### src/bccs_ram.sv
// ----------------------------------------------------------------------------
// bccs_ram
// Generic single-port synchronous RAM with registered read data.
// ----------------------------------------------------------------------------
`default_nettype none

module bccs_ram #(
    parameter int unsigned WIDTH = 8,
    parameter int unsigned DEPTH = 256
) (
    input  wire logic                     aclk,
    input  wire logic                     wr_en,
    input  wire logic                     rd_en,
    input  wire logic [$clog2(DEPTH)-1:0] addr,
    input  wire logic [WIDTH-1:0]         wdata,
    output logic      [WIDTH-1:0]         rdata
);

    logic [WIDTH-1:0] mem [DEPTH];

    always_ff @(posedge aclk) begin
        if (wr_en) begin
            mem[addr] <= wdata;
        end else if (rd_en) begin
            rdata <= mem[addr];
        end
    end

endmodule

`default_nettype wire

### config.mk
export PLATFORM = sky130hd
export DESIGN_NAME = bccs_ram
export DESIGN_NICKNAME = d
export VERILOG_FILES = /design/src/bccs_ram.sv
export SDC_FILE = /design/constraint.sdc
export NUM_CORES = 2
export LEC_CHECK = 0
export BUFFER_PORTS_ARGS = -buffer_cell sky130_fd_sc_hd__buf_2
export CAP_MARGIN = 5
export CORE_UTILIZATION = 51
export DETAILED_ROUTE_END_ITERATION = 16
export GPL_TIMING_DRIVEN = 0
export PLACE_DENSITY = 0.66
export SYNTH_ARGS = -nofsm -noshare
export SYNTH_HDL_FRONTEND = slang
export SYNTH_SLANG_ARGS = --single-unit
### constraint.sdc
create_clock -name aclk -period 2.8 [get_ports aclk]
set_clock_uncertainty 0.05 [all_clocks]
set_input_delay 0.14 -clock aclk [delete_from_list [all_inputs] [get_ports aclk]]
set_output_delay 0.14 -clock aclk [all_outputs]
set_load 0.01 [all_outputs]
# Word level (Yosys, flattened, before mapping)
# Memory sizes are Yosys's and may differ from the RTL's. A register that Yosys moved wholly into a read port is not among the register bits.
# Cells that the tools add are included.
# word_totals
register_bits,0
latch_bits,0
ramBits,2048
rom_bits,0
in_bits,19
out_inout_bits,8
n_memories,1
# classes
add_sub_neg,0
n_mul,0
div_mod_pow,0
order_cmp,0
n_eq_ne,0
shift,0
n_mux,2
bitwise,1
n_reduce_logical,1
# mem_list
name,words,width,rd,rd_ports_with_merged_regs,wr,line,source
mem,256,8,1,1,1,19,logic [WIDTH-1:0] mem [DEPTH];
# ops
cell,count
1-bit 2-to-1 mux,2
2-bit AND reduction,1
1-bit NOT,1

# Depth between registers and ports, before layout
# depth
depth_word,2
ltp_mapped,9
ltp_nobuf,5

# Least setup slack after synthesis
# OpenSTA, ideal clock, no wires.
# synth_path
kind,input to register
startpoint,input port addr[3]
endpoint,memory mem[105][0] (enable)
setup_ns,0.370
arrival_ns,1.955
setup_slack_ns,0.425
path_stages,8
path_cell_list,clkbuf_1 > nor2b_1 > buf_2 > clkbuf_1 > clkbuf_1 > nand3_1 > clkbuf_1 > nor2_1
# synth_rtl
item,line,source
from (decl),14,"input wire logic [$clog2(DEPTH)-1:0] addr,"
to (decl),19,
# Straight into the memory's write port.

==> results.md <==
| Group | Parameter | This run |
| --- | --- | --- |
| clock tree | CTS tree | built |
| detailed routing | Total wirelength of the detailed-routed design | 207000 µm |
| hold path | Tightest Hold Check Type | in2reg |
| clock tree | Number of CTS-inserted buffers | 197 |
| clock tree | Register clock-pin slew on the reported worst setup and hold paths | 0.07 ns |
| sta | Post-layout min period | 2.92 ns |
| setup path | Critical setup path kind | in2reg |
| setup path | Endpoint required time on the critical path | 3.43 ns |
| cells and area | Post-Layout Inst Area | 0.0895 mm² |
| floorplanning | Initial core utilization | 51.5% |
| run status | Run status | finished, violations left |
| placement | Gpl congestion | 0.990 |
| sta | Upper clock frequency limit | 343 MHz |
| yosys | Number of register bits inferred by synthesis | 2056 |
| yosys | Distinct cells, synth | 20 |
| setup path | Type of destination of the critical path | flip-flop |
| floorplanning | Top-level I/O count | 27 |
| run | Max-cap check violation count | 0 |
| detailed routing | First-pass detailed-route iteration total | 6 |
| grt | Number of antenna violations at the first check in global routing | 7 |
| grt | First-pass GRT wire length | 291000 µm |
| setup path | Slowest stage cell, crit path | a21oi_1 |
| pwr | Power density over the cells | 703 mW/mm² |
| yosys | Gate count of the mapped netlist | 3547 |
| setup path | Largest fanout of any net on the critical path | 10 |
| setup path | Worst setup SP type | input pin |
| cells and area | Post-synthesis to final-layout area growth | 14.0% |
| clock tree | Root buf cell | clkbuf_16 |
| cells and area | Commonest cells after routing, fill and taps aside | edfxtp_1, mux4_2, a22oi_1 |
| detailed routing | Via count of the routed design | 38800 |
| pwr | Final total power | 63.0 mW |
| clock tree | Maximum buffer depth of the clock tree | 3 |
| yosys | Yosys warnings | 0 |
| yosys | Top post-synthesis cells by area | edfxtp_1, mux4_2, a22oi_1, nor2_1, a21oi_1 |
| sta | Count of endpoints failing setup in the final report | 81 |
| placement | Total placed instance area | 0.0817 mm² |
| detailed routing | Number of design rule violations left after detail routing | 0 |
| sta | Post-layout worst setup margin | -0.118 ns |
| setup path | Data arrival time of the worst path | 3.55 ns |
| cells and area | Number of cells in the finished layout apart from fillers | 5994 |
| yosys | Share of Yosys cell area claimed by the top area cell type | 78.6% |
| sta | Final max-slew violation count | 0 |
| floorplanning | Standard-cell row count | 143 |
| yosys | Net Count, Synth | 3566 |
| sta | Transition time of the tightest slew-check pin | 1.45 ns |
| cells and area | Layout cells sized above 1 | 29.9% |
| yosys | Post-synthesis area per instance | 22.1 µm² |
| cells and area | Most frequent standard cell in the layout excluding fill and tap cells | edfxtp_1 |
| detailed routing | Number of design-rule violations left by the first detailed-router iteration | 5585 |
| run status | Violations in the final reports | setup timing |
| pwr | Leak Pwr | 26.9 nW |
| yosys | Synthesized cell area | 0.0786 mm² |
| placement | Half-perimeter wire length of the detailed placement result | 133000 µm |
| grt | Sum of overflow across all layers after global routing | 0 |
| floorplanning | Die Height | 394 µm |
| floorplanning | Area of the die | 0.156 mm² |
| detailed routing | Routed via count divided by cell count | 6.48 |
| clock tree | # H-tree levels | 4 |
| floorplanning | Horizontal die dimension | 394 µm |
| grt | Via count of the first global-routing pass | 38700 |
| placement | Number of buffers added on ports | 22 |
| clock tree | Clock insertion delay at the later pin of the skew report | 0.84 ns |
| detailed routing | Detail Route Antenna Nets | 0 |
| setup path | Cells along the critical path | clkbuf_2 > and2_1 > clkbuf_1 > clkbuf_2 > buf_8 > clkbuf_1 > a22oi_1 > a21oi_1 > o41ai_1 > nand4_1 |
| clock tree | Number of clock sinks | 2056 |
| yosys | Post-synthesis sequential area ratio | 78.6% |
| grt | Maximum number of pins on one net before global-route repair | 158 |
| sta | Rel. slew slack | 3.54% |
| floorplanning | Area of the core region | 0.152 mm² |
| setup path | Delay of the slowest cell on the worst path | 0.88 ns |
| cells and area | Final layout net count | 3823 |
| yosys | Cell type with the highest aggregate area in the netlist | edfxtp_1 |
| sta | Hold violation count in the final report | 0 |
| sta | Setup repair after global routing missed its margin | yes |
| detailed routing | Wire length per cell after detailed routing | 34.5 µm |
| sta | Share of the clock period used by the worst path | 104% |
| grt | Aggregate global-route resource usage | 26.8% |
| pwr | Peak supply drop | 0.000781 V |
| placement | Number of placed cells counting well taps | 5617 |
| placement | Placement Setup Slack | -2.42 ns |
-- stage by stage --
| stage | TNS (ns) | hold WS, ns | utilization, % |
|---|---|---|---|
| 2_1_floorplan | 0 | 0.189 | - |
| 3_3_place_gp | -7694.94 | 0.695 | 53.3 |
| 3_5_place_dp | -3354.71 | 0.640 | 53.6 |
| 4_1_cts | -1.37 | 0.0473 | 58.5 |
| 5_1_grt | -0.860 | 0.0362 | 58.7 |
| 6_report | -3.51 | 0.0828 | 58.7 |
-- state kept, by name, indices dropped and copies added (netlist names) --
register	count
mem	2048
rdata	8
-- cell families after synthesis --
group	share of synthesized area, %
and+or+nand+nor	1.73
DFF	78.6
buffers and inverters	1.38
AOI/OAI and AO/OA	3.62
muxes	14.7
-- final cells by class --
type | count | area, µm²
Clock buffer | 235 | 5180
Inverter | 1 | 3.75
Antenna cell | 2 | 5.00
Clock inverter | 122 | 1010
Sequential cell | 2056 | 61700
Timing Repair Buffer | 58 | 701
Buffer | 232 | 1280
Tap cell | 2030 | 2540
Fill cell | 10800 | 62900
Multi-Input combinational cell | 1258 | 17100
-- power by group --
group	internal (mW)	switching (mW)	leakage [nW]
sequential	33.9	0.0281	18.5
clock	14.5	11.3	3.04
combinational	1.01	2.14	5.38
-- critical path, delay by kind of cell --
kind            cells  cell delay, ns
buf+inv             5            1.76
simple gates        2            0.31
compound gates      3            1.31
-- Yosys cell counts, drive strengths merged --
cell type     n
a21oi       128
a22oi       256
and2          3
buf          94
clkbuf      138
edfxtp     2056
inv           1
mux4        512
nand2        29
nand2b        6
nand3        12
nand4         8
nor2        229
nor2b         8
nor3         33
o41ai        32
or2           2
-- layer usage --
layer / part of all wire [%] / vias up / wire (µm) / track usage, %
li1: - / 15600 / - / -
met1: 38 / 20600 / 79200 / 37.0
met3: 11 / 402 / 22100 / 7.59
met4: 4.1 / 10 / 8530 / 10.6
met2: 47 / 2192 / 97000 / 40.6
met5: 0.11 / - / 233 / 0
-- path summary, 6_finish.rpt --
kind / start / to / slack, ns / cells past startpoint
worst min-delay path: wr_en / mem[147][6] / 0.08 / 3
worst min register to register: mem[10][1] / rdata[1] / 1.03 / 5
worst max register to register: mem[106][0] / rdata[0] / 0.11 / 5
worst max-delay path: addr[3] / rdata[7] / -0.12 / 10
-- timing repair --
action | in CTS | in global routing
pin swaps | 0 | 2
hold buffers | 9 | 0
hold endpoints to repair | 969 | 0
setup buffers | 0 | 2
endpoints found under the setup margin | 1925 | 790
gates resized for setup | 338 | 99
Power figures use the tool's default switching activity.
