===== config.mk =====
export PLATFORM = sky130hd
export DESIGN_NAME = bccs_alu
export DESIGN_NICKNAME = d
export VERILOG_FILES = /design/src/bccs_pkg.sv /design/src/bccs_alu.sv
export SDC_FILE = /design/constraint.sdc
export NUM_CORES = 1
export LEC_CHECK = 0
export ABC_CLOCK_PERIOD_IN_PS = 5100
export BUFFER_PORTS_ARGS = -buffer_cell sky130_fd_sc_hd__buf_2
export CELL_PAD_IN_SITES_DETAIL_PLACEMENT = 0
export CELL_PAD_IN_SITES_GLOBAL_PLACEMENT = 1
export CORE_ASPECT_RATIO = 0.8
export CORE_MARGIN = 2
export CORE_UTILIZATION = 41
export DETAILED_ROUTE_END_ITERATION = 10
export PLACE_DENSITY = 0.77
export SLEW_MARGIN = 20
export SYNTH_ARGS = -nofsm -noshare
export SYNTH_HDL_FRONTEND = slang
export SYNTH_SLANG_ARGS = --single-unit

===== constraint.sdc =====
create_clock -name vclk -period 5.1
set_input_delay 0.765 -clock vclk [all_inputs]
set_output_delay 0.765 -clock vclk [all_outputs]
set_load 0.005 [all_outputs]

===== src/bccs_pkg.sv =====
// ----------------------------------------------------------------------------
// bccs_pkg
// Shared types and codes of the byte code processor step core: commands,
// opcodes, run status codes and the arithmetic unit interface.
// ----------------------------------------------------------------------------
`default_nettype none

package bccs_pkg;

    localparam int unsigned DATA_W = 8;
    localparam int unsigned ADDR_W = 16;
    localparam int unsigned STAT_W = 3;

    // commands
    localparam logic [1:0] CMD_MEM_WR = 2'd0;
    localparam logic [1:0] CMD_RAM_WR = 2'd1;
    localparam logic [1:0] CMD_EXEC   = 2'd2;

    // opcodes
    localparam logic [7:0] OP_LOAD = 8'h01;
    localparam logic [7:0] OP_ADD  = 8'h02;
    localparam logic [7:0] OP_SUB  = 8'h03;
    localparam logic [7:0] OP_JMP  = 8'h04;
    localparam logic [7:0] OP_MUL  = 8'h05;
    localparam logic [7:0] OP_PUSH = 8'h06;
    localparam logic [7:0] OP_POP  = 8'h07;
    localparam logic [7:0] OP_JZ   = 8'h08;
    localparam logic [7:0] OP_JNZ  = 8'h09;
    localparam logic [7:0] OP_JC   = 8'h0A;
    localparam logic [7:0] OP_JNC  = 8'h0B;
    localparam logic [7:0] OP_CMP  = 8'h0C;
    localparam logic [7:0] OP_JE   = 8'h0D;
    localparam logic [7:0] OP_JL   = 8'h0E;
    localparam logic [7:0] OP_JG   = 8'h0F;
    localparam logic [7:0] OP_STOP = 8'hFF;

    // addressing modes
    localparam logic [1:0] MODE_IMM  = 2'd0;
    localparam logic [1:0] MODE_REG  = 2'd1;
    localparam logic [1:0] MODE_RAM  = 2'd2;
    localparam logic [1:0] MODE_RIND = 2'd3;

    // run status
    localparam logic [STAT_W-1:0] STAT_RUN  = 3'd0;
    localparam logic [STAT_W-1:0] STAT_STOP = 3'd1;
    localparam logic [STAT_W-1:0] STAT_BAD  = 3'd2;
    localparam logic [STAT_W-1:0] STAT_OVF  = 3'd3;
    localparam logic [STAT_W-1:0] STAT_UNF  = 3'd4;

    // arithmetic unit operations
    localparam logic [2:0] ALU_LOAD = 3'd0;
    localparam logic [2:0] ALU_ADD  = 3'd1;
    localparam logic [2:0] ALU_SUB  = 3'd2;
    localparam logic [2:0] ALU_CMP  = 3'd3;
    localparam logic [2:0] ALU_MUL  = 3'd4;

    typedef struct packed {
        logic [2:0]        kind;
        logic [DATA_W-1:0] a;
        logic [DATA_W-1:0] b;
    } alu_req_t;

    typedef struct packed {
        logic [DATA_W-1:0]   value;
        logic                carry;
        logic                zero;
        logic                flags_we;
        logic [2*DATA_W-1:0] prod;
    } alu_res_t;

endpackage

`default_nettype wire


===== src/bccs_alu.sv =====
// ----------------------------------------------------------------------------
// bccs_alu
// Byte arithmetic unit: load pass-through, add, sub, compare and 8x8 multiply
// with carry and zero flag results.
// ----------------------------------------------------------------------------
`default_nettype none

module bccs_alu (
    input  wire bccs_pkg::alu_req_t req,
    output bccs_pkg::alu_res_t      res
);

    logic [bccs_pkg::DATA_W:0] sum;
    logic [bccs_pkg::DATA_W:0] diff;

    assign sum  = {1'b0, req.a} + {1'b0, req.b};
    assign diff = {1'b0, req.a} - {1'b0, req.b};

    always_comb begin
        res.value    = req.b;
        res.carry    = 1'b0;
        res.zero     = 1'b0;
        res.flags_we = 1'b0;
        res.prod     = {{bccs_pkg::DATA_W{1'b0}}, req.a} * {{bccs_pkg::DATA_W{1'b0}}, req.b};
        case (req.kind)
            bccs_pkg::ALU_LOAD: begin
                res.value = req.b;
            end
            bccs_pkg::ALU_ADD: begin
                res.value    = sum[bccs_pkg::DATA_W-1:0];
                res.carry    = sum[bccs_pkg::DATA_W];
                res.zero     = (sum[bccs_pkg::DATA_W-1:0] == '0);
                res.flags_we = 1'b1;
            end
            bccs_pkg::ALU_SUB: begin
                res.value    = diff[bccs_pkg::DATA_W-1:0];
                res.carry    = diff[bccs_pkg::DATA_W];
                res.zero     = (diff[bccs_pkg::DATA_W-1:0] == '0);
                res.flags_we = 1'b1;
            end
            bccs_pkg::ALU_CMP: begin
                res.carry    = diff[bccs_pkg::DATA_W];
                res.zero     = (req.a == req.b);
                res.flags_we = 1'b1;
            end
            bccs_pkg::ALU_MUL: begin
                res.value = res.prod[bccs_pkg::DATA_W-1:0];
            end
            default: begin
                res.value = req.b;
            end
        endcase
    end

endmodule

`default_nettype wire

== After elaboration in Yosys (flattened, before gate mapping) ==
Cells that the tools add are included.

* $add $sub $neg: 2
* Multiply operators: 1
* Equal/unequal tests: 5
* Reductions and logical operators: 2
* Mux-type cells: 2

{| class="wikitable"
|+ Operators by type and width
! operator !! count
|-
| case mux 8 bit (3 select lines) || 1
|-
| logical NOT 8 bit || 2
|-
| multiplier 8 x 8 -> 16 bit || 1
|-
| adder 8 x 8 -> 9 bit || 1
|-
| case mux 3 bit (3 select lines) || 1
|-
| subtractor 8 x 8 -> 9 bit || 1
|-
| equality test 8 bit || 1
|-
| equality test 3 x 2 -> 1 bit (second input constant) || 2
|-
| equality test 3 x 1 -> 1 bit (second input constant) || 1
|-
| equality test 3 bit (second input constant) || 1
|}

* Register bits after elaboration: 0
* Word-level logic and storage cells: 12
* Input port bits: 19
* Output and inout port bits: 27

== Longest topological paths before layout ==
Gate-level depths: netlist of run 1.

* Depth in word-level cells: 3
* Gate-level depth with buffers: 16
* Mapped depth without buffers: 16

== Worst setup path before layout of run 1 ==
OpenSTA, ideal clock, no wires.

* Path type: input -> output
* Start: in req[9] in the netlist's numbering
* End: out res[13] in the netlist's numbering
* Buffers on the path: 0
* Required time: 4.335 ns
* Stages on the path: 14
* Arrival time: 4.317 ns
* Path slack: 0.018 ns
* Cells stage by stage: inv_1 nor2_1 fa_1 fa_1 inv_1 fa_1 fa_1 inv_1 ha_1 a21oi_1 o211ai_1 a31o_2 a21oi_1 xnor2_1

{| class="wikitable"
|+ RTL lines
! what !! line !! RTL
|-
| start, declared || bccs_alu.sv:9 || <nowiki>input wire bccs_pkg::alu_req_t req,</nowiki>
|-
| end, declared || bccs_alu.sv:10 || <nowiki>output bccs_pkg::alu_res_t res</nowiki>
|}

==> impl_metrics.prom, run 1 <==
# TYPE chip_impl_metric gauge
chip_impl_metric{name="seq_area",unit="um^2"} 0
chip_impl_metric{name="place_ws",unit="ns"} -0.368
chip_impl_metric{name="fillCellCount",unit=""} 737
chip_impl_metric{name="routed_wire_length_per_instance",unit="um"} 14.2
chip_impl_metric{name="placement.cell_area",unit="mm^2"} 0.00382
chip_impl_info{name="cp-end-kind",value="output pin"} 1
chip_impl_metric{name="share_of_cells_above_drive_strength_1",unit="%"} 31.1
chip_impl_metric{name="post_route_drc",unit=""} 0
chip_impl_metric{name="route.final.wire_length",unit="um"} 8510
chip_impl_metric{name="die_w",unit="um"} 102
chip_impl_metric{name="vias_per_cell",unit=""} 5.14
chip_impl_info{name="worstPathCellList",value="buf_6 -> and2_4 -> fa_1 -> fa_1 -> fa_1 -> inv_1 -> fa_1 -> inv_2 -> ha_4 -> nor3_2 -> o211ai_1 -> buf_4 -> a31o_4 -> a21oi_4 -> xnor2_1 -> buf_2"} 1
chip_impl_metric{name="setup_slack",unit="ns"} -0.0227
chip_impl_metric{name="crit_fanout",unit=""} 5
chip_impl_metric{name="stdcell_area",unit="mm^2"} 0.00414
chip_impl_metric{name="gr-usage-all-layers",unit="%"} 21.3
chip_impl_metric{name="finalMaxSlewViolations",unit=""} 0
chip_impl_metric{name="io-pin-count",unit=""} 46
chip_impl_metric{name="initial_core_util",unit="%"} 42.4
chip_impl_metric{name="rows",unit=""} 28
chip_impl_info{name="slowest_stage",value="fa_1"} 1
chip_impl_metric{name="gpl.final_weighted_congestion",unit=""} 0.822
chip_impl_metric{name="power_share_of_the_clock_group",unit="%"} 0
chip_impl_metric{name="route.vias.total",unit=""} 3082
chip_impl_info{name="timing.critical_path.mode_cell",value="fa_1"} 1
chip_impl_metric{name="dieHeight",unit="um"} 82.4
chip_impl_metric{name="grt_antenna_before_repair",unit=""} 0
chip_impl_metric{name="dp_hpwl",unit="um"} 7200
chip_impl_info{name="violations_in_the_final_reports",value="setup timing"} 1
chip_impl_metric{name="global_route.overflow_total",unit=""} 0
chip_impl_info{name="outcome",value="finished with violations"} 1
chip_impl_metric{name="cellPowerDensity",unit="mW/mm^2"} 313
chip_impl_metric{name="numSequentialCells",unit=""} 0
chip_impl_metric{name="fp.dieArea",unit="mm^2"} 0.00840
chip_impl_metric{name="placed_cells",unit=""} 592
chip_impl_metric{name="timing_worst_slew_pin_value",unit="ns"} 0.751
chip_impl_metric{name="area_growth",unit="%"} 31.6
chip_impl_metric{name="report.final.setup_viol",unit=""} 2
chip_impl_metric{name="netlist_area",unit="mm^2"} 0.00315
chip_impl_info{name="critical-path-top-delay-family",value="adder cells"} 1
chip_impl_metric{name="yosysWarningCount",unit=""} 0
chip_impl_metric{name="worstPathRequired",unit="ns"} 4.34
chip_impl_metric{name="antenna_left",unit=""} 0
chip_impl_info{name="hold_path_class",value="in2out"} 1
chip_impl_metric{name="combinationalPowerShare",unit="%"} 100.0
chip_impl_metric{name="final-instance-count-excl-fill",unit=""} 600
chip_impl_metric{name="pin_count_of_the_biggest_net_entering_global_routing",unit=""} 22
chip_impl_metric{name="numPortBuffers",unit=""} 46
chip_impl_metric{name="first_iter_violations",unit=""} 212
chip_impl_metric{name="power.ir.vdd_worst",unit="V"} 0.000415
chip_impl_metric{name="total_leakage_power",unit="nW"} 2.10
chip_impl_metric{name="holdWs",unit="ns"} 2.00
chip_impl_metric{name="switching_share",unit="%"} 47.7
chip_impl_metric{name="worst_slew_margin_rel",unit="%"} 49.4
chip_impl_metric{name="diodes",unit=""} 0
chip_impl_metric{name="postSynthAreaPerCell",unit="um^2"} 7.85
chip_impl_metric{name="crit_buf_inv",unit=""} 5
chip_impl_metric{name="seq_power_share",unit="%"} 0
chip_impl_info{name="setup_repair_after_global_routing_missed_its_margin",value="true"} 1
chip_impl_info{name="startpoint_of_the_lowest_slack_hold_path",value="req[18]"} 1
chip_impl_metric{name="design.final.nets",unit=""} 606
chip_impl_metric{name="yosys.cell_types.count",unit=""} 59
chip_impl_metric{name="synth_seq_area_share",unit="%"} 0
chip_impl_metric{name="period_minus_slack",unit="ns"} 5.12
chip_impl_info{name="timing.setup.critical_path_class",value="in2out"} 1
chip_impl_info{name="start_kind",value="input port"} 1
chip_impl_metric{name="worstHoldPathCells",unit=""} 3
chip_impl_metric{name="cp_data_arrival_time",unit="ns"} 4.36
chip_impl_metric{name="cpPeakStageDelay",unit="ns"} 0.52
chip_impl_metric{name="max-cap-violations",unit=""} 0
chip_impl_metric{name="switching_power",unit="mW"} 0.617
chip_impl_metric{name="first_pass_grt_wire_length",unit="um"} 14500
chip_impl_metric{name="finalHoldViolations",unit=""} 0
chip_impl_metric{name="synth_cells",unit=""} 401
chip_impl_metric{name="fmaxAchievable",unit="MHz"} 195
chip_impl_metric{name="grt_pass1_vias",unit=""} 2988
chip_impl_metric{name="p_int",unit="mW"} 0.678
chip_impl_metric{name="drt_pre_antenna_iters",unit=""} 4
chip_impl_metric{name="placeableCoreArea",unit="mm^2"} 0.00743
chip_impl_metric{name="final.setup.tns",unit="ns"} -0.0439
chip_impl_info{name="timing.hold.worst_endpoint",value="res[16]"} 1
chip_impl_metric{name="postSynthNetCount",unit=""} 510
chip_impl_metric{name="clockBufferCount",unit=""} 0
chip_impl_metric{name="ratio_of_final_minimum_period_to_clock_period",unit="%"} 100
[synthesized netlist by cell type (2+ instances only)]
cell type / count / area (um^2)
o22ai_1: 4 / 25.0
nor3_1: 10 / 50.1
o21ai_0: 17 / 85.1
a21o_1: 4 / 30.0
clkbuf_1: 4 / 15.0
mux2i_1: 3 / 30.0
o31ai_1: 2 / 15.0
and2_1: 34 / 213
o21bai_1: 2 / 15.0
inv_1: 65 / 244
nor2b_1: 6 / 37.5
a21oi_1: 15 / 75.1
a222oi_1: 3 / 30.0
o211ai_1: 3 / 22.5
a21boi_1: 3 / 22.5
fa_1: 38 / 761
a31oi_1: 4 / 25.0
buf_6: 2 / 22.5
nand2b_1: 3 / 18.8
ha_1: 52 / 651
nor2_1: 30 / 113
xor2_1: 3 / 26.3
or3_1: 3 / 18.8
nand3_1: 4 / 20.0
and3_1: 5 / 31.3
xnor2_1: 16 / 140
nand2_1: 33 / 124
a31o_2: 2 / 17.5
[through the flow]
stage	util, %	power [mW]
6_report	55.7	1.30
5_1_grt	55.7	1.45
3_3_place_gp	51.5	1.10
4_1_cts	54.5	1.25
2_1_floorplan	-	0.654
3_5_place_dp	51.5	1.12
[final cells by class]
type	count	area [um^2]	share of cell area, %
multi-input cells	328	3040	73.4
repair buffers	102	721	17.4
inverters	65	249	6.01
well taps	105	131	3.17
[cell families (layout without fill, tap and decap cells)]
group | after synthesis | count (layout) | synth area share [%]
AO/OA/AOI/OAI | 80 | 80 | 17.8
adder cells (fa/ha/maj) | 90 | 90 | 44.9
AND/OR/NAND/NOR | 136 | 136 | 21.9
multiplexers | 3 | 3 | 0.954
XOR/XNOR | 19 | 19 | 5.29
buffers and inverters | 73 | 167 | 9.22
[power by group through the flow]
stage,logic [mW],registers (mW),clock network [mW]
3_5_place_dp,1.12,0,0
6_report,1.30,0,0
4_1_cts,1.25,0,0
3_3_place_gp,1.10,0,0
5_1_grt,1.45,0,0
2_1_floorplan,0.654,0,0
[placed cells by master (no fill, tap or decap), types with 5 or more instances in the layout]
| master | count |
|---|---|
| inv_1 | 56 |
| buf_4 | 56 |
| ha_1 | 45 |
| buf_2 | 36 |
| fa_1 | 34 |
| nand2_1 | 29 |
| nor2_1 | 29 |
| and2_1 | 26 |
| o21ai_0 | 17 |
| xnor2_1 | 16 |
| a21oi_1 | 10 |
| and2_4 | 8 |
| inv_2 | 8 |
| buf_6 | 8 |
| nor2b_1 | 6 |
| nor3_1 | 6 |
| ha_4 | 6 |
| a21oi_2 | 5 |
| and3_1 | 5 |
[metal layers]
layer / vias to the layer above / wire, um / GRT usage (%)
met4: 0 / 18 / 0.400
met1: 1485 / 4360 / 32.6
met5: - / 0 / 0
met2: 57 / 3850 / 35.9
li1: 1538 / - / -
met3: 2 / 281 / 0.168
[worst max-delay path by stage]
stage                   end  slack (ns)  cells past startpoint     from
floorplan           res[13]        0.02                     14   req[9]
global placement    res[13]       -0.32                     16   req[9]
detailed placement  res[13]       -0.37                     16   req[9]
CTS                 res[15]       -0.14                     18   req[8]
global route        res[15]       -0.17                     16   req[6]
finish              res[13]       -0.02                     16  req[13]
[timing repair]
item,in CTS,in global routing
buffers inserted,4,4
setup endpoints to repair,9,7
hold buffers,0,0
pin swaps,37,30
resized for setup,55,19
[worst min-delay path, stage by stage]
cell	delay (ns)
buf_2	0.22
nor2_1	0.13
buf_2	0.11
Note: power is estimated with default switching activity, not from simulation.
==> run 2: changes to the inputs <==
- ABC_AREA: unset -> 1
- CORE_UTILIZATION: 41 -> 39
- MAX_ROUTING_LAYER: unset -> met4
==> impl_metrics.prom, run 2 <==
# TYPE chip_impl_metric gauge
chip_impl_info{name="outcome",value="finished, final reports clean"} 1
chip_impl_metric{name="gpl.final_weighted_congestion",unit=""} 0.944
chip_impl_metric{name="initial_core_util",unit="%"} 40.4
chip_impl_metric{name="vias_per_cell",unit=""} 4.89
chip_impl_metric{name="placement.cell_area",unit="mm^2"} 0.00381
chip_impl_metric{name="first_iter_violations",unit=""} 161
chip_impl_metric{name="proportion_of_netlist_area_held_by_the_largest_area_contributor",unit="%"} 23.6
chip_impl_metric{name="crit_fanout",unit=""} 6
chip_impl_info{name="synthTopCellsByCount",value="nand2_1, inv_1, ha_1"} 1
chip_impl_metric{name="period_minus_slack",unit="ns"} 4.97
chip_impl_metric{name="timing_worst_slew_pin_value",unit="ns"} 0.672
chip_impl_metric{name="diodes",unit=""} 0
chip_impl_info{name="most-common-layout-cells",value="nand2_1, inv_1, ha_1"} 1
chip_impl_metric{name="numSequentialCells",unit=""} 0
chip_impl_info{name="setup_repair_after_global_routing_missed_its_margin",value="true"} 1
chip_impl_metric{name="global_route.overflow_total",unit=""} 0
chip_impl_metric{name="total_leakage_power",unit="nW"} 2.56
chip_impl_info{name="dominant_cell_type_by_area_after_synthesis",value="fa_1"} 1
chip_impl_metric{name="worstPathRequired",unit="ns"} 4.34
chip_impl_metric{name="first_pass_grt_wire_length",unit="um"} 15400
chip_impl_metric{name="seq_area",unit="um^2"} 0
chip_impl_metric{name="postSynthNetCount",unit=""} 611
chip_impl_metric{name="stdcell_area",unit="mm^2"} 0.00407
chip_impl_metric{name="synth_seq_area_share",unit="%"} 0
chip_impl_metric{name="placeableCoreArea",unit="mm^2"} 0.00798
chip_impl_metric{name="fp.dieArea",unit="mm^2"} 0.00903
chip_impl_metric{name="yosysWarningCount",unit=""} 0
chip_impl_metric{name="numPortBuffers",unit=""} 46
chip_impl_metric{name="fillCellCount",unit=""} 848
chip_impl_metric{name="max-cap-violations",unit=""} 0
chip_impl_metric{name="die_w",unit="um"} 106
chip_impl_metric{name="post_route_drc",unit=""} 0
chip_impl_metric{name="switching_share",unit="%"} 53.0
chip_impl_metric{name="grt_pass1_vias",unit=""} 3204
chip_impl_metric{name="seq_power_share",unit="%"} 0
chip_impl_metric{name="route.vias.total",unit=""} 3327
chip_impl_metric{name="design.final.nets",unit=""} 684
chip_impl_metric{name="finalMaxSlewViolations",unit=""} 0
chip_impl_metric{name="pin_count_of_the_biggest_net_entering_global_routing",unit=""} 12
chip_impl_metric{name="grt_antenna_before_repair",unit=""} 0
chip_impl_metric{name="p_int",unit="mW"} 0.587
chip_impl_metric{name="io-pin-count",unit=""} 46
chip_impl_metric{name="dp_hpwl",unit="um"} 7930
chip_impl_metric{name="route.final.wire_length",unit="um"} 9100
chip_impl_info{name="hold_path_class",value="in2out"} 1
chip_impl_metric{name="fmaxAchievable",unit="MHz"} 201
chip_impl_metric{name="area_growth",unit="%"} 26.0
chip_impl_metric{name="worst_slew_margin_rel",unit="%"} 55.0
chip_impl_metric{name="postSynthAreaPerCell",unit="um^2"} 6.43
chip_impl_metric{name="setup_slack",unit="ns"} 0.126
chip_impl_metric{name="place_ws",unit="ns"} -0.169
chip_impl_metric{name="dieHeight",unit="um"} 85.4
chip_impl_info{name="timing.setup.critical_path_class",value="in2out"} 1
chip_impl_metric{name="report.final.setup_viol",unit=""} 0
chip_impl_metric{name="routed_wire_length_per_instance",unit="um"} 13.4
chip_impl_metric{name="ratio_of_final_minimum_period_to_clock_period",unit="%"} 97.5
chip_impl_info{name="timing.hold.worst_endpoint",value="res[16]"} 1
chip_impl_info{name="final_common_cell",value="nand2_1"} 1
chip_impl_info{name="synth.area.top_cells",value="fa_1, ha_1, nand2_1"} 1
chip_impl_metric{name="holdWs",unit="ns"} 1.90
chip_impl_metric{name="switching_power",unit="mW"} 0.661
chip_impl_info{name="start_kind",value="input port"} 1
chip_impl_metric{name="power.ir.vdd_worst",unit="V"} 0.000241
chip_impl_metric{name="share_of_cells_above_drive_strength_1",unit="%"} 22.9
chip_impl_metric{name="worstHoldPathCells",unit=""} 4
chip_impl_metric{name="finalHoldViolations",unit=""} 0
chip_impl_info{name="cp-end-kind",value="output pin"} 1
chip_impl_metric{name="synth_cells",unit=""} 502
chip_impl_metric{name="clockBufferCount",unit=""} 0
chip_impl_info{name="startpoint_of_the_lowest_slack_hold_path",value="req[17]"} 1
chip_impl_metric{name="drt_pre_antenna_iters",unit=""} 5
chip_impl_metric{name="antenna_left",unit=""} 0
chip_impl_metric{name="yosys.cell_types.count",unit=""} 28
chip_impl_metric{name="cp_data_arrival_time",unit="ns"} 4.21
chip_impl_info{name="post-synth-top-count-cell",value="nand2_1"} 1
chip_impl_metric{name="power_share_of_the_clock_group",unit="%"} 0
chip_impl_metric{name="combinationalPowerShare",unit="%"} 100.0
chip_impl_metric{name="gr-usage-all-layers",unit="%"} 21.2
chip_impl_metric{name="rows",unit=""} 29
chip_impl_metric{name="netlist_area",unit="mm^2"} 0.00323
chip_impl_metric{name="cellPowerDensity",unit="mW/mm^2"} 307
run 2: kinds of logic after synthesis:
| kind of cell | Yosys count | synth area share [%] |
|---|---|---|
| buffers and inverters | 150 | 18.3 |
| AND/OR/NAND/NOR | 214 | 28.3 |
| adder cells (fa/ha/maj) | 90 | 43.7 |
| XOR/XNOR | 13 | 3.53 |
| AO/OA/AOI/OAI | 35 | 6.20 |
run 2: per-layer routing:
metal / track usage [%] / vias to the layer above / share of wire, %
li1: - / 1656 / -
met1: 32.1 / 1593 / 51
met2: 33.4 / 78 / 44
met3: 1.08 / 0 / 5.5
met4: 0.239 / 0 / 0
met5: - / - / 0
run 2: critical path: stages:
cell and delay [ns]:
buf_4 0.15, nand2_1 0.07, inv_1 0.06, fa_2 0.39, fa_1 0.53, inv_1 0.05
fa_1 0.46, fa_1 0.54, inv_1 0.06, ha_4 0.26, a21oi_4 0.14, nand2_2 0.11
nand2_1 0.09, nand2_1 0.05, inv_1 0.09, nand2_1 0.10, nand4_1 0.15, buf_2 0.12
run 2: timing repair:
item,in CTS,in global routing
setup buffers,0,0
gates resized for setup,23,45
pin swaps,12,26
setup endpoints to repair,9,11
hold buffers,0,0
endpoints found under the hold margin,0,0
run 2: cell type report:
| type | count | area, um^2 | share of cell area, % |
|---|---|---|---|
| repair buffers | 85 | 578 | 14.2 |
| well taps | 108 | 135 | 3.32 |
| inverters | 136 | 510 | 12.5 |
| multi-input cells | 352 | 2840 | 69.9 |
run 2: through the flow:
step | TNS, ns | util [%] | std cells | total power [mW]
floorplan | 0 | - | 502 | 0.620
global placement | -0.558 | 47.7 | 681 | 1.00
detailed placement | -0.870 | 47.7 | 681 | 1.01
CTS | 0 | 49.0 | 681 | 1.12
global route | -0.0518 | 51.0 | 681 | 1.40
finish | 0 | 51.0 | 681 | 1.25
run 2: worst max-delay path by stage:
stage | end | depth (start not counted) | slack (ns) | start
after floorplan | res[12] | 15 | 0.06 | req[8]
after global placement | res[26] | 18 | -0.13 | req[9]
after detailed placement | res[13] | 15 | -0.17 | req[4]
after CTS | res[12] | 16 | 0.003 | req[2]
after global routing | res[12] | 17 | -0.02 | req[5]
final | res[26] | 18 | 0.13 | req[4]
run 2: power groups by stage:
| stage | Combinational, mW | Sequential (mW) | Clock (mW) |
|---|---|---|---|
| after floorplan | 0.620 | 0 | 0 |
| final | 1.25 | 0 | 0 |
| after global placement | 1.00 | 0 | 0 |
| after global routing | 1.40 | 0 | 0 |
| after CTS | 1.12 | 0 | 0 |
| after detailed placement | 1.01 | 0 | 0 |
